===== config.mk =====
export PLATFORM = sky130hd
export DESIGN_NAME = vertex_matched_pair_trigger
export DESIGN_NICKNAME = d
export VERILOG_FILES = /design/src/rtl/vmpt_pkg.sv /design/src/rtl/vertex_matched_pair_trigger.sv /design/src/rtl/vmpt_store.sv
export SDC_FILE = /design/constraint.sdc
export NUM_CORES = 1
export LEC_CHECK = 0
export BUFFER_PORTS_ARGS = -buffer_cell sky130_fd_sc_hd__buf_2
export CAP_MARGIN = 20
export CORE_UTILIZATION = 40
export CTS_BUF_LIST = sky130_fd_sc_hd__clkbuf_4 sky130_fd_sc_hd__clkbuf_8
export DETAILED_ROUTE_END_ITERATION = 6
export GPL_TIMING_DRIVEN = 0
export SLEW_MARGIN = 0
export SYNTH_ARGS = -nofsm -noshare
export SYNTH_HDL_FRONTEND = slang
export SYNTH_SLANG_ARGS = --single-unit

===== constraint.sdc =====
create_clock -name clk -period 11.4 [get_ports clk]
set_input_delay 0.57 -clock clk [delete_from_list [all_inputs] [get_ports clk]]
set_output_delay 0.57 -clock clk [all_outputs]
set_load 0.01 [all_outputs]

===== src/rtl/vmpt_pkg.sv =====
`timescale 1ns / 1ps
`default_nettype none

package vmpt_pkg;

    localparam int MAX_OBJECTS_DEF = 16;
    localparam int ETA_SPAN_DEF    = 21;

    localparam int ENERGY_W = 12;
    localparam int CUT_W    = 6;
    localparam int VCUT_W   = 17;
    localparam int Z_W      = 16;
    localparam int ETA_W    = 5;
    localparam int BX_W     = 4;
    localparam int CFG_IDX_W  = 2;
    localparam int CFG_DATA_W = 17;

    localparam logic [CFG_IDX_W-1:0] REG_LEG_ONE    = 2'd0;
    localparam logic [CFG_IDX_W-1:0] REG_LEG_TWO    = 2'd1;
    localparam logic [CFG_IDX_W-1:0] REG_REGION_CUT = 2'd2;
    localparam logic [CFG_IDX_W-1:0] REG_VERTEX_CUT = 2'd3;

    localparam logic [ENERGY_W-1:0] LEG_ONE_RST    = 12'd80;
    localparam logic [ENERGY_W-1:0] LEG_TWO_RST    = 12'd80;
    localparam logic [CUT_W-1:0]    REGION_CUT_RST = 6'd9;
    localparam logic [VCUT_W-1:0]   VERTEX_CUT_RST = 17'd65536;

    localparam int FLAG_WINDOW  = 0;
    localparam int FLAG_LEG_ONE = 1;
    localparam int FLAG_LEG_TWO = 2;

    typedef struct packed {
        logic [2:0]            flags;
        logic signed [Z_W-1:0] z;
    } entry_t;

endpackage

`default_nettype wire


===== src/rtl/vertex_matched_pair_trigger.sv =====
`timescale 1ns / 1ps
`default_nettype none

// Channel   Direction  Handshake              Payload
// in        sink       in_valid / in_stall    object_valid zero_bias crossing eta_index
//                                             energy vertex_z last_object
// out       source     out_valid / out_stall  accept overflow
// cfg       sink       cfg_valid / cfg_ready  cfg_index cfg_data
//
// Non-last requests load one per cycle while idle. A last request starts the pair search:
// a read of object i, then a scan over candidates j through the store's one read port
// and the shared vertex compare, ending at the first matching pair.
// Reset is asynchronous; the store contents are not cleared.
// in_stall is high for the whole search; a pending result does not block loading.

module vertex_matched_pair_trigger #(
    parameter int MAX_OBJECTS = vmpt_pkg::MAX_OBJECTS_DEF,
    parameter int ETA_SPAN    = vmpt_pkg::ETA_SPAN_DEF
) (
    input  wire logic                                clk,
    input  wire logic                                rst_n,
    input  wire logic                                in_valid,
    output      logic                                in_stall,
    input  wire logic                                object_valid,
    input  wire logic                                zero_bias,
    input  wire logic signed [vmpt_pkg::BX_W-1:0]    crossing,
    input  wire logic [vmpt_pkg::ETA_W-1:0]          eta_index,
    input  wire logic [vmpt_pkg::ENERGY_W-1:0]       energy,
    input  wire logic signed [vmpt_pkg::Z_W-1:0]     vertex_z,
    input  wire logic                                last_object,
    output      logic                                out_valid,
    input  wire logic                                out_stall,
    output      logic                                accept,
    output      logic                                overflow,
    input  wire logic                                cfg_valid,
    output      logic                                cfg_ready,
    input  wire logic [vmpt_pkg::CFG_IDX_W-1:0]      cfg_index,
    input  wire logic [vmpt_pkg::CFG_DATA_W-1:0]     cfg_data
);

    localparam int IDX_W = $clog2(MAX_OBJECTS);
    localparam int CNT_W = $clog2(MAX_OBJECTS + 1);
    localparam logic [CNT_W-1:0] CNT_MAX = CNT_W'(MAX_OBJECTS);
    localparam logic [CNT_W-1:0] CNT_TWO = CNT_W'(2);
    localparam logic [6:0]       SPAN2   = 7'(2 * ETA_SPAN);

    localparam logic [2:0] S_IDLE  = 3'd0;
    localparam logic [2:0] S_RD_I  = 3'd1;
    localparam logic [2:0] S_GET_I = 3'd2;
    localparam logic [2:0] S_SCAN  = 3'd3;
    localparam logic [2:0] S_DONE  = 3'd4;

    logic [2:0]       state_reg, state_next;
    logic [CNT_W-1:0] count_reg, count_next;
    logic             dropped_reg, dropped_next;
    logic [CNT_W-1:0] n_reg, n_next;
    logic             ovf_reg, ovf_next;
    logic             found_reg, found_next;
    logic [IDX_W-1:0] i_reg, i_next;
    logic [IDX_W-1:0] j_reg, j_next;
    logic signed [vmpt_pkg::Z_W-1:0] zi_reg, zi_next;
    logic             out_valid_reg, out_valid_next;
    logic             accept_reg, accept_next;
    logic             overflow_reg, overflow_next;

    logic [vmpt_pkg::ENERGY_W-1:0] leg_one_reg, leg_two_reg;
    logic [vmpt_pkg::CUT_W-1:0]    region_cut_reg;
    logic [vmpt_pkg::VCUT_W-1:0]   vertex_cut_reg;

    logic             in_acc;
    logic             full;
    logic             wr_en;
    vmpt_pkg::entry_t wr_entry;
    logic [IDX_W-1:0] rd_addr;
    vmpt_pkg::entry_t rd_entry;
    logic [6:0]       eta2;
    logic             in_window;
    logic signed [vmpt_pkg::Z_W:0] dz;
    logic [vmpt_pkg::Z_W:0]        adz;
    logic             dz_ok;
    logic             leg_one_ok;
    logic             leg_two_ok;
    logic             i_last;
    logic             j_last;
    logic             out_free;

    assign in_stall  = (state_reg != S_IDLE);
    assign in_acc    = in_valid && !in_stall;
    assign cfg_ready = 1'b1;
    assign full      = (count_reg >= CNT_MAX);
    assign wr_en     = in_acc && object_valid && !full;

    assign eta2      = {1'b0, eta_index, 1'b0};
    assign in_window = (crossing == '0) && (eta2 >= 7'(region_cut_reg))
                       && ((eta2 + 7'(region_cut_reg)) <= SPAN2);

    always_comb
    begin
        wr_entry.z     = vertex_z;
        wr_entry.flags = '0;
        wr_entry.flags[vmpt_pkg::FLAG_WINDOW]  = in_window;
        wr_entry.flags[vmpt_pkg::FLAG_LEG_ONE] = (energy >= leg_one_reg);
        wr_entry.flags[vmpt_pkg::FLAG_LEG_TWO] = (energy >= leg_two_reg);
    end

    vmpt_store #(
        .DEPTH (MAX_OBJECTS)
    ) u_store (
        .clk      (clk),
        .wr_en    (wr_en),
        .wr_addr  (count_reg[IDX_W-1:0]),
        .wr_entry (wr_entry),
        .rd_addr  (rd_addr),
        .rd_entry (rd_entry)
    );

    // shared vertex compare: |zi - zj| < cut
    assign dz    = {zi_reg[vmpt_pkg::Z_W-1], zi_reg} - {rd_entry.z[vmpt_pkg::Z_W-1], rd_entry.z};
    assign adz   = dz[vmpt_pkg::Z_W] ? (vmpt_pkg::Z_W+1)'(-dz) : (vmpt_pkg::Z_W+1)'(dz);
    assign dz_ok = (adz < vertex_cut_reg);

    assign leg_one_ok = rd_entry.flags[vmpt_pkg::FLAG_WINDOW]
                        && rd_entry.flags[vmpt_pkg::FLAG_LEG_ONE];
    assign leg_two_ok = rd_entry.flags[vmpt_pkg::FLAG_WINDOW]
                        && rd_entry.flags[vmpt_pkg::FLAG_LEG_TWO];
    assign i_last     = ((CNT_W'(i_reg) + 1'b1) == n_reg);
    assign j_last     = ((CNT_W'(j_reg) + 1'b1) == n_reg);
    assign out_free   = !out_valid_reg || !out_stall;

    always_comb
    begin
        state_next     = state_reg;
        count_next     = count_reg;
        dropped_next   = dropped_reg;
        n_next         = n_reg;
        ovf_next       = ovf_reg;
        found_next     = found_reg;
        i_next         = i_reg;
        j_next         = j_reg;
        zi_next        = zi_reg;
        rd_addr        = i_reg;
        out_valid_next = out_valid_reg && out_stall;
        accept_next    = accept_reg;
        overflow_next  = overflow_reg;

        unique case (state_reg)
            S_IDLE:
            begin
                if (in_acc)
                begin
                    if (last_object)
                    begin
                        n_next       = count_reg + CNT_W'(wr_en);
                        ovf_next     = dropped_reg || (object_valid && full);
                        found_next   = 1'b0;
                        i_next       = '0;
                        count_next   = '0;
                        dropped_next = 1'b0;
                        if (zero_bias && (n_next >= CNT_TWO))
                        begin
                            state_next = S_RD_I;
                        end
                        else
                        begin
                            state_next = S_DONE;
                        end
                    end
                    else
                    begin
                        count_next   = count_reg + CNT_W'(wr_en);
                        dropped_next = dropped_reg || (object_valid && full);
                    end
                end
            end
            S_RD_I:
            begin
                rd_addr    = i_reg;
                state_next = S_GET_I;
            end
            S_GET_I:
            begin
                zi_next = rd_entry.z;
                if (leg_one_ok)
                begin
                    j_next     = '0;
                    rd_addr    = '0;
                    state_next = S_SCAN;
                end
                else if (i_last)
                begin
                    state_next = S_DONE;
                end
                else
                begin
                    i_next  = i_reg + 1'b1;
                    rd_addr = i_reg + 1'b1;
                end
            end
            S_SCAN:
            begin
                if ((j_reg != i_reg) && leg_two_ok && dz_ok)
                begin
                    found_next = 1'b1;
                    state_next = S_DONE;
                end
                else if (j_last)
                begin
                    if (i_last)
                    begin
                        state_next = S_DONE;
                    end
                    else
                    begin
                        i_next     = i_reg + 1'b1;
                        rd_addr    = i_reg + 1'b1;
                        state_next = S_GET_I;
                    end
                end
                else
                begin
                    j_next  = j_reg + 1'b1;
                    rd_addr = j_reg + 1'b1;
                end
            end
            S_DONE:
            begin
                if (out_free)
                begin
                    out_valid_next = 1'b1;
                    accept_next    = found_reg;
                    overflow_next  = ovf_reg;
                    state_next     = S_IDLE;
                end
            end
            default:
            begin
                state_next = S_IDLE;
            end
        endcase
    end

    always_ff @(posedge clk or negedge rst_n)
    begin
        if (!rst_n)
        begin
            state_reg      <= S_IDLE;
            count_reg      <= '0;
            dropped_reg    <= 1'b0;
            out_valid_reg  <= 1'b0;
            leg_one_reg    <= vmpt_pkg::LEG_ONE_RST;
            leg_two_reg    <= vmpt_pkg::LEG_TWO_RST;
            region_cut_reg <= vmpt_pkg::REGION_CUT_RST;
            vertex_cut_reg <= vmpt_pkg::VERTEX_CUT_RST;
        end
        else
        begin
            state_reg     <= state_next;
            count_reg     <= count_next;
            dropped_reg   <= dropped_next;
            out_valid_reg <= out_valid_next;
            if (cfg_valid && cfg_ready)
            begin
                unique case (cfg_index)
                    vmpt_pkg::REG_LEG_ONE:    leg_one_reg    <= cfg_data[vmpt_pkg::ENERGY_W-1:0];
                    vmpt_pkg::REG_LEG_TWO:    leg_two_reg    <= cfg_data[vmpt_pkg::ENERGY_W-1:0];
                    vmpt_pkg::REG_REGION_CUT: region_cut_reg <= cfg_data[vmpt_pkg::CUT_W-1:0];
                    vmpt_pkg::REG_VERTEX_CUT: vertex_cut_reg <= cfg_data[vmpt_pkg::VCUT_W-1:0];
                    default:                  ;
                endcase
            end
        end
    end

    always_ff @(posedge clk)
    begin
        n_reg        <= n_next;
        ovf_reg      <= ovf_next;
        found_reg    <= found_next;
        i_reg        <= i_next;
        j_reg        <= j_next;
        zi_reg       <= zi_next;
        accept_reg   <= accept_next;
        overflow_reg <= overflow_next;
    end

    assign out_valid = out_valid_reg;
    assign accept    = accept_reg;
    assign overflow  = overflow_reg;

`ifndef SYNTHESIS
    a_count_bound: assert property (@(posedge clk) disable iff (!rst_n)
        count_reg <= CNT_MAX)
        else $error("object count above capacity");

    a_scan_range: assert property (@(posedge clk) disable iff (!rst_n)
        (state_reg == S_SCAN) |-> ((CNT_W'(j_reg) < n_reg) && (CNT_W'(i_reg) < n_reg)))
        else $error("scan index outside stored objects");

    a_result_source: assert property (@(posedge clk) disable iff (!rst_n)
        $rose(out_valid_reg) |-> ($past(state_reg) == S_DONE))
        else $error("result raised outside done state");
`endif

endmodule

`default_nettype wire


===== src/rtl/vmpt_store.sv =====
`timescale 1ns / 1ps
`default_nettype none

module vmpt_store #(
    parameter int DEPTH = vmpt_pkg::MAX_OBJECTS_DEF
) (
    input  wire logic                     clk,
    input  wire logic                     wr_en,
    input  wire logic [$clog2(DEPTH)-1:0] wr_addr,
    input  wire vmpt_pkg::entry_t         wr_entry,
    input  wire logic [$clog2(DEPTH)-1:0] rd_addr,
    output vmpt_pkg::entry_t              rd_entry
);

    vmpt_pkg::entry_t mem [DEPTH];
    vmpt_pkg::entry_t rd_entry_reg;

    always_ff @(posedge clk)
    begin
        if (wr_en)
        begin
            mem[wr_addr] <= wr_entry;
        end
        rd_entry_reg <= mem[rd_addr];
    end

    assign rd_entry = rd_entry_reg;

endmodule

`default_nettype wire


==> flow_metrics.py <==
metrics = {
    "power_and_ir_drop": {
        "power.internal_mw": 3.431,
        "powerDensity_nw_per_um2": 241.4,
        "power.leakage_nw": 8.450,
        "pwr-share-clk": 0.255,
        "pwr-share-seq": 0.347,
        "ir_drop_mv": 0.09262,
        "switching_share": 0.3528,
        "pwr-share-comb": 0.398,
        "switchingPower_mw": 1.871,
    },
    "logic_synthesis": {
        "synth.top_cell.area_share": 0.5338,
        "yosys.area.top_type": "edfxtp_1",
        "ys_seq_area_frac": 0.6296,
        "synth-seq-cells": 413,
        "yosys_warnings": 0,
        "syn_area_sq_um": 18960,
        "synthCells": 1319,
        "yosysUniqueCellTypes": 80,
        "synth-main-ff-cell": "edfxtp_1",
        "ys_top_cells_by_area": "edfxtp_1 53%, mux2i_1 8.1%, dfrtp_1 6.6%",
        "synth_nets": 1456,
        "syn_area_per_cell_sq_um": 14.37,
        "synth_edf_count": 337,
        "async_flop_share": 0.1380,
    },
    "sta": {
        "slew_viol_final": 0,
        "period_needed_ns": 7.094,
        "rsz0062_at_grt": "no",
        "relSlewSlack": 0.3480,
        "hold_viol": 0,
        "skew_ns": 0.02984,
        "fmax_mhz": 141.0,
        "worst_pin_slew_ns": 0.9691,
        "setup_violations": 0,
        "final.hold.worst_slack_ns": 0.1672,
        "period_share": 0.6223,
        "tns_ns": 0,
        "finalWorstSetupSlack_ns": 4.306,
    },
    "outcome": {
        "run_status": "complete, but fails checks",
        "violations": "design-rule violations",
    },
    "floorplanning": {
        "die_h_um": 219.7,
        "core_area_sq_um": 46650,
        "dieWidth_um": 219.7,
        "num_rows": 79,
        "io_pins": 69,
        "die_area_sq_um": 48270,
        "start_util": 0.4063,
    },
    "global_route": {
        "grtUsageTotal": 0.1747,
        "grt_util_met2": 0.2994,
        "gr-usage-met1": 0.2181,
        "globalRouteOverflowTotal": 0,
        "antenna_found_initial": 0,
        "grt_pass1_wl_mm": 62.97,
        "grt_max_degree": 38,
        "met3_usage": 0.03368,
        "grt_pass1_vias": 11350,
        "grt.busiest_layer": "met2",
    },
    "critical_path": {
        "crit_path_frequent_cell": "a21o_1",
        "critPathLaunchType": "flop",
        "cp-end-kind": "flop",
        "worstSetupPathType": "flop to flop",
        "reg2reg_slack_ns": 4.31,
        "cp_slowest_cell": "nor3_2",
        "cp.required_ns": 11.87,
        "regToRegStartpoint": "zi_reg[0]",
        "path_max_fanout": 10,
        "r2r_cells": 26,
        "r2r-end": "u_store.rd_entry[8]",
        "max_stage_delay_ns": 0.56,
        "critPathArrivalTime_ns": 7.57,
    },
    "layout": {
        "largest_reg_flops": 304,
        "final_util": 0.4708,
        "final_common_cell": "edfxtp_1",
        "nNetsFinal": 1622,
        "final_area_sq_um": 21960,
        "drive_gt1_frac": 0.2500,
        "n_antenna_cell": 0,
        "areaGrowthSynthToFinish_pct": 15.87,
        "fill_cells": 4105,
        "most-common-layout-cells": "337 x edfxtp_1, 153 x mux2i_1, 90 x buf_2",
    },
    "hold_path": {
        "hold_end": "vertex_cut_reg[15]",
        "hp-class": "input pin to flop",
        "hold_start": "cfg_data[15]",
        "min_path_cells": 2,
    },
    "placement": {
        "place_ws_ns": 4.292,
        "routabilityCongestion": 0.8160,
        "hpwlAfterDp_mm": 28.34,
        "port_buffers": 67,
        "place_area_sq_um": 20520,
    },
    "clock_tree": {
        "cts_setup_buffers": 0,
        "clock_latency_ns": 0.65,
        "cts_buffers": 71,
        "clk_pin_slew_ns": 0.06,
        "clock-sinks": 413,
        "cts_buffer_depth": 3,
        "clock-root-buffer": "clkbuf_8",
        "htreeDepth": 3,
        "cts_tree": "yes",
    },
    "routing": {
        "post-route-drc-count": 12,
        "postRouteAntennaNets": 0,
        "avgViaCountPerCell": 5.115,
        "vias": 10980,
        "dr.pass1.iters": 7,
        "wl_per_cell_um": 19.04,
        "drt_iter0_markers": 582,
        "drt_wl_total_mm": 40.87,
    },
    "job": {
        "maxCapViolations": 0,
    },
}
==> cells in the mapped netlist (4+ instances only) <==
library cell,number
nor3b_1,6
a211oi_1,5
buf_6,5
nor4_1,4
nor2_1,81
mux2i_1,153
a31oi_1,6
o21ai_0,36
o2bb2ai_1,10
a21o_1,17
xor2_1,21
inv_1,75
o2bb2ai_2,10
dfrtp_1,50
or2_2,5
a21boi_0,4
nand2_1,51
clkbuf_1,14
a2111oi_1,8
dfstp_2,7
a2111oi_2,12
a21oi_1,33
xnor2_1,24
nand3b_1,4
and3_1,6
buf_2,23
nand3_1,11
dfxtp_1,19
nor2b_1,13
ha_1,71
mux2_2,74
nor3_1,15
o22ai_1,21
a211o_1,5
nand2b_1,12
o21a_1,8
edfxtp_1,337
o31ai_1,5
==> worst max-delay path by stage <==
stage	startpoint	cells past startpoint	endpoint
detailed placement	zi_reg[0]	26	u_store.rd_entry[8]
CTS	zi_reg[0]	26	u_store.rd_entry[8]
global placement	zi_reg[2]	24	u_store.rd_entry[8]
finish	zi_reg[0]	26	u_store.rd_entry[8]
floorplan	zi_reg[2]	25	u_store.rd_entry[7]
global route	u_store.rd_entry[1]	24	u_store.rd_entry[8]
==> layout make-up <==
type / count / area, sq um / share of cell area
plain buffers: 48 / 285.3 / 0.01299
clock buffers: 106 / 1284 / 0.05844
clock inverters: 22 / 153.9 / 0.007007
inverters: 75 / 281.5 / 0.01282
multi-input cells: 783 / 6510 / 0.2964
flip-flops and latches: 413 / 11940 / 0.5434
well taps: 607 / 759.5 / 0.03458
repair buffers: 93 / 755.7 / 0.03441
==> metrics by stage <==
step / power, mW / std cells
global route: 5.654 / 2147
finish: 5.302 / 2147
global placement: 3.948 / 1993
detailed placement: 4.000 / 2018
floorplan: 3.442 / 1319
CTS: 5.377 / 2147
==> logic make-up after synthesis <==
kind of cell / after synthesis / share of synthesized area
other: 1 / 0.0001978
AOI/OAI and AO/OA: 209 / 0.08554
xor gates and xnor gates: 46 / 0.02204
muxes: 228 / 0.1255
DFF: 413 / 0.6296
and+or+nand+nor: 226 / 0.05828
adders and majority gates: 73 / 0.04897
buffers and inverters: 123 / 0.02990
==> worst max-delay path, delay by kind of cell, from the launching register on <==
family / cells / cell delay [ns]
AOI/OAI and AO/OA: 13 / 3.30
xor gates and xnor gates: 1 / 0.19
adders and majority gates: 3 / 0.66
buffers and inverters: 3 / 0.65
DFF: 1 / 0.36
and+or+nand+nor: 6 / 1.73
==> power by group through the flow <==
stage                     clock, mW  combinational, mW  sequential (mW)
after detailed placement          0               2.13             1.87
final                          1.35               2.11             1.84
after global routing           1.46               2.34             1.85
after floorplan                   0               1.59             1.85
after global placement            0               2.08             1.87
after CTS                      1.39               2.14             1.84
==> timing repair <==
| action | CTS | global route |
|---|---|---|
| hold buffers | 1 | 0 |
| gates resized for setup | 0 | 0 |
| hold endpoints to repair | 18 | 0 |
==> layer usage <==
metal / vias to the layer above / wire [um]
met5: - / 0
met4: 0 / 836
met3: 66 / 1785
met2: 210 / 20310
met1: 5383 / 17940
li1: 5322 / -
No activity file was read; power rests on OpenSTA's default activity.
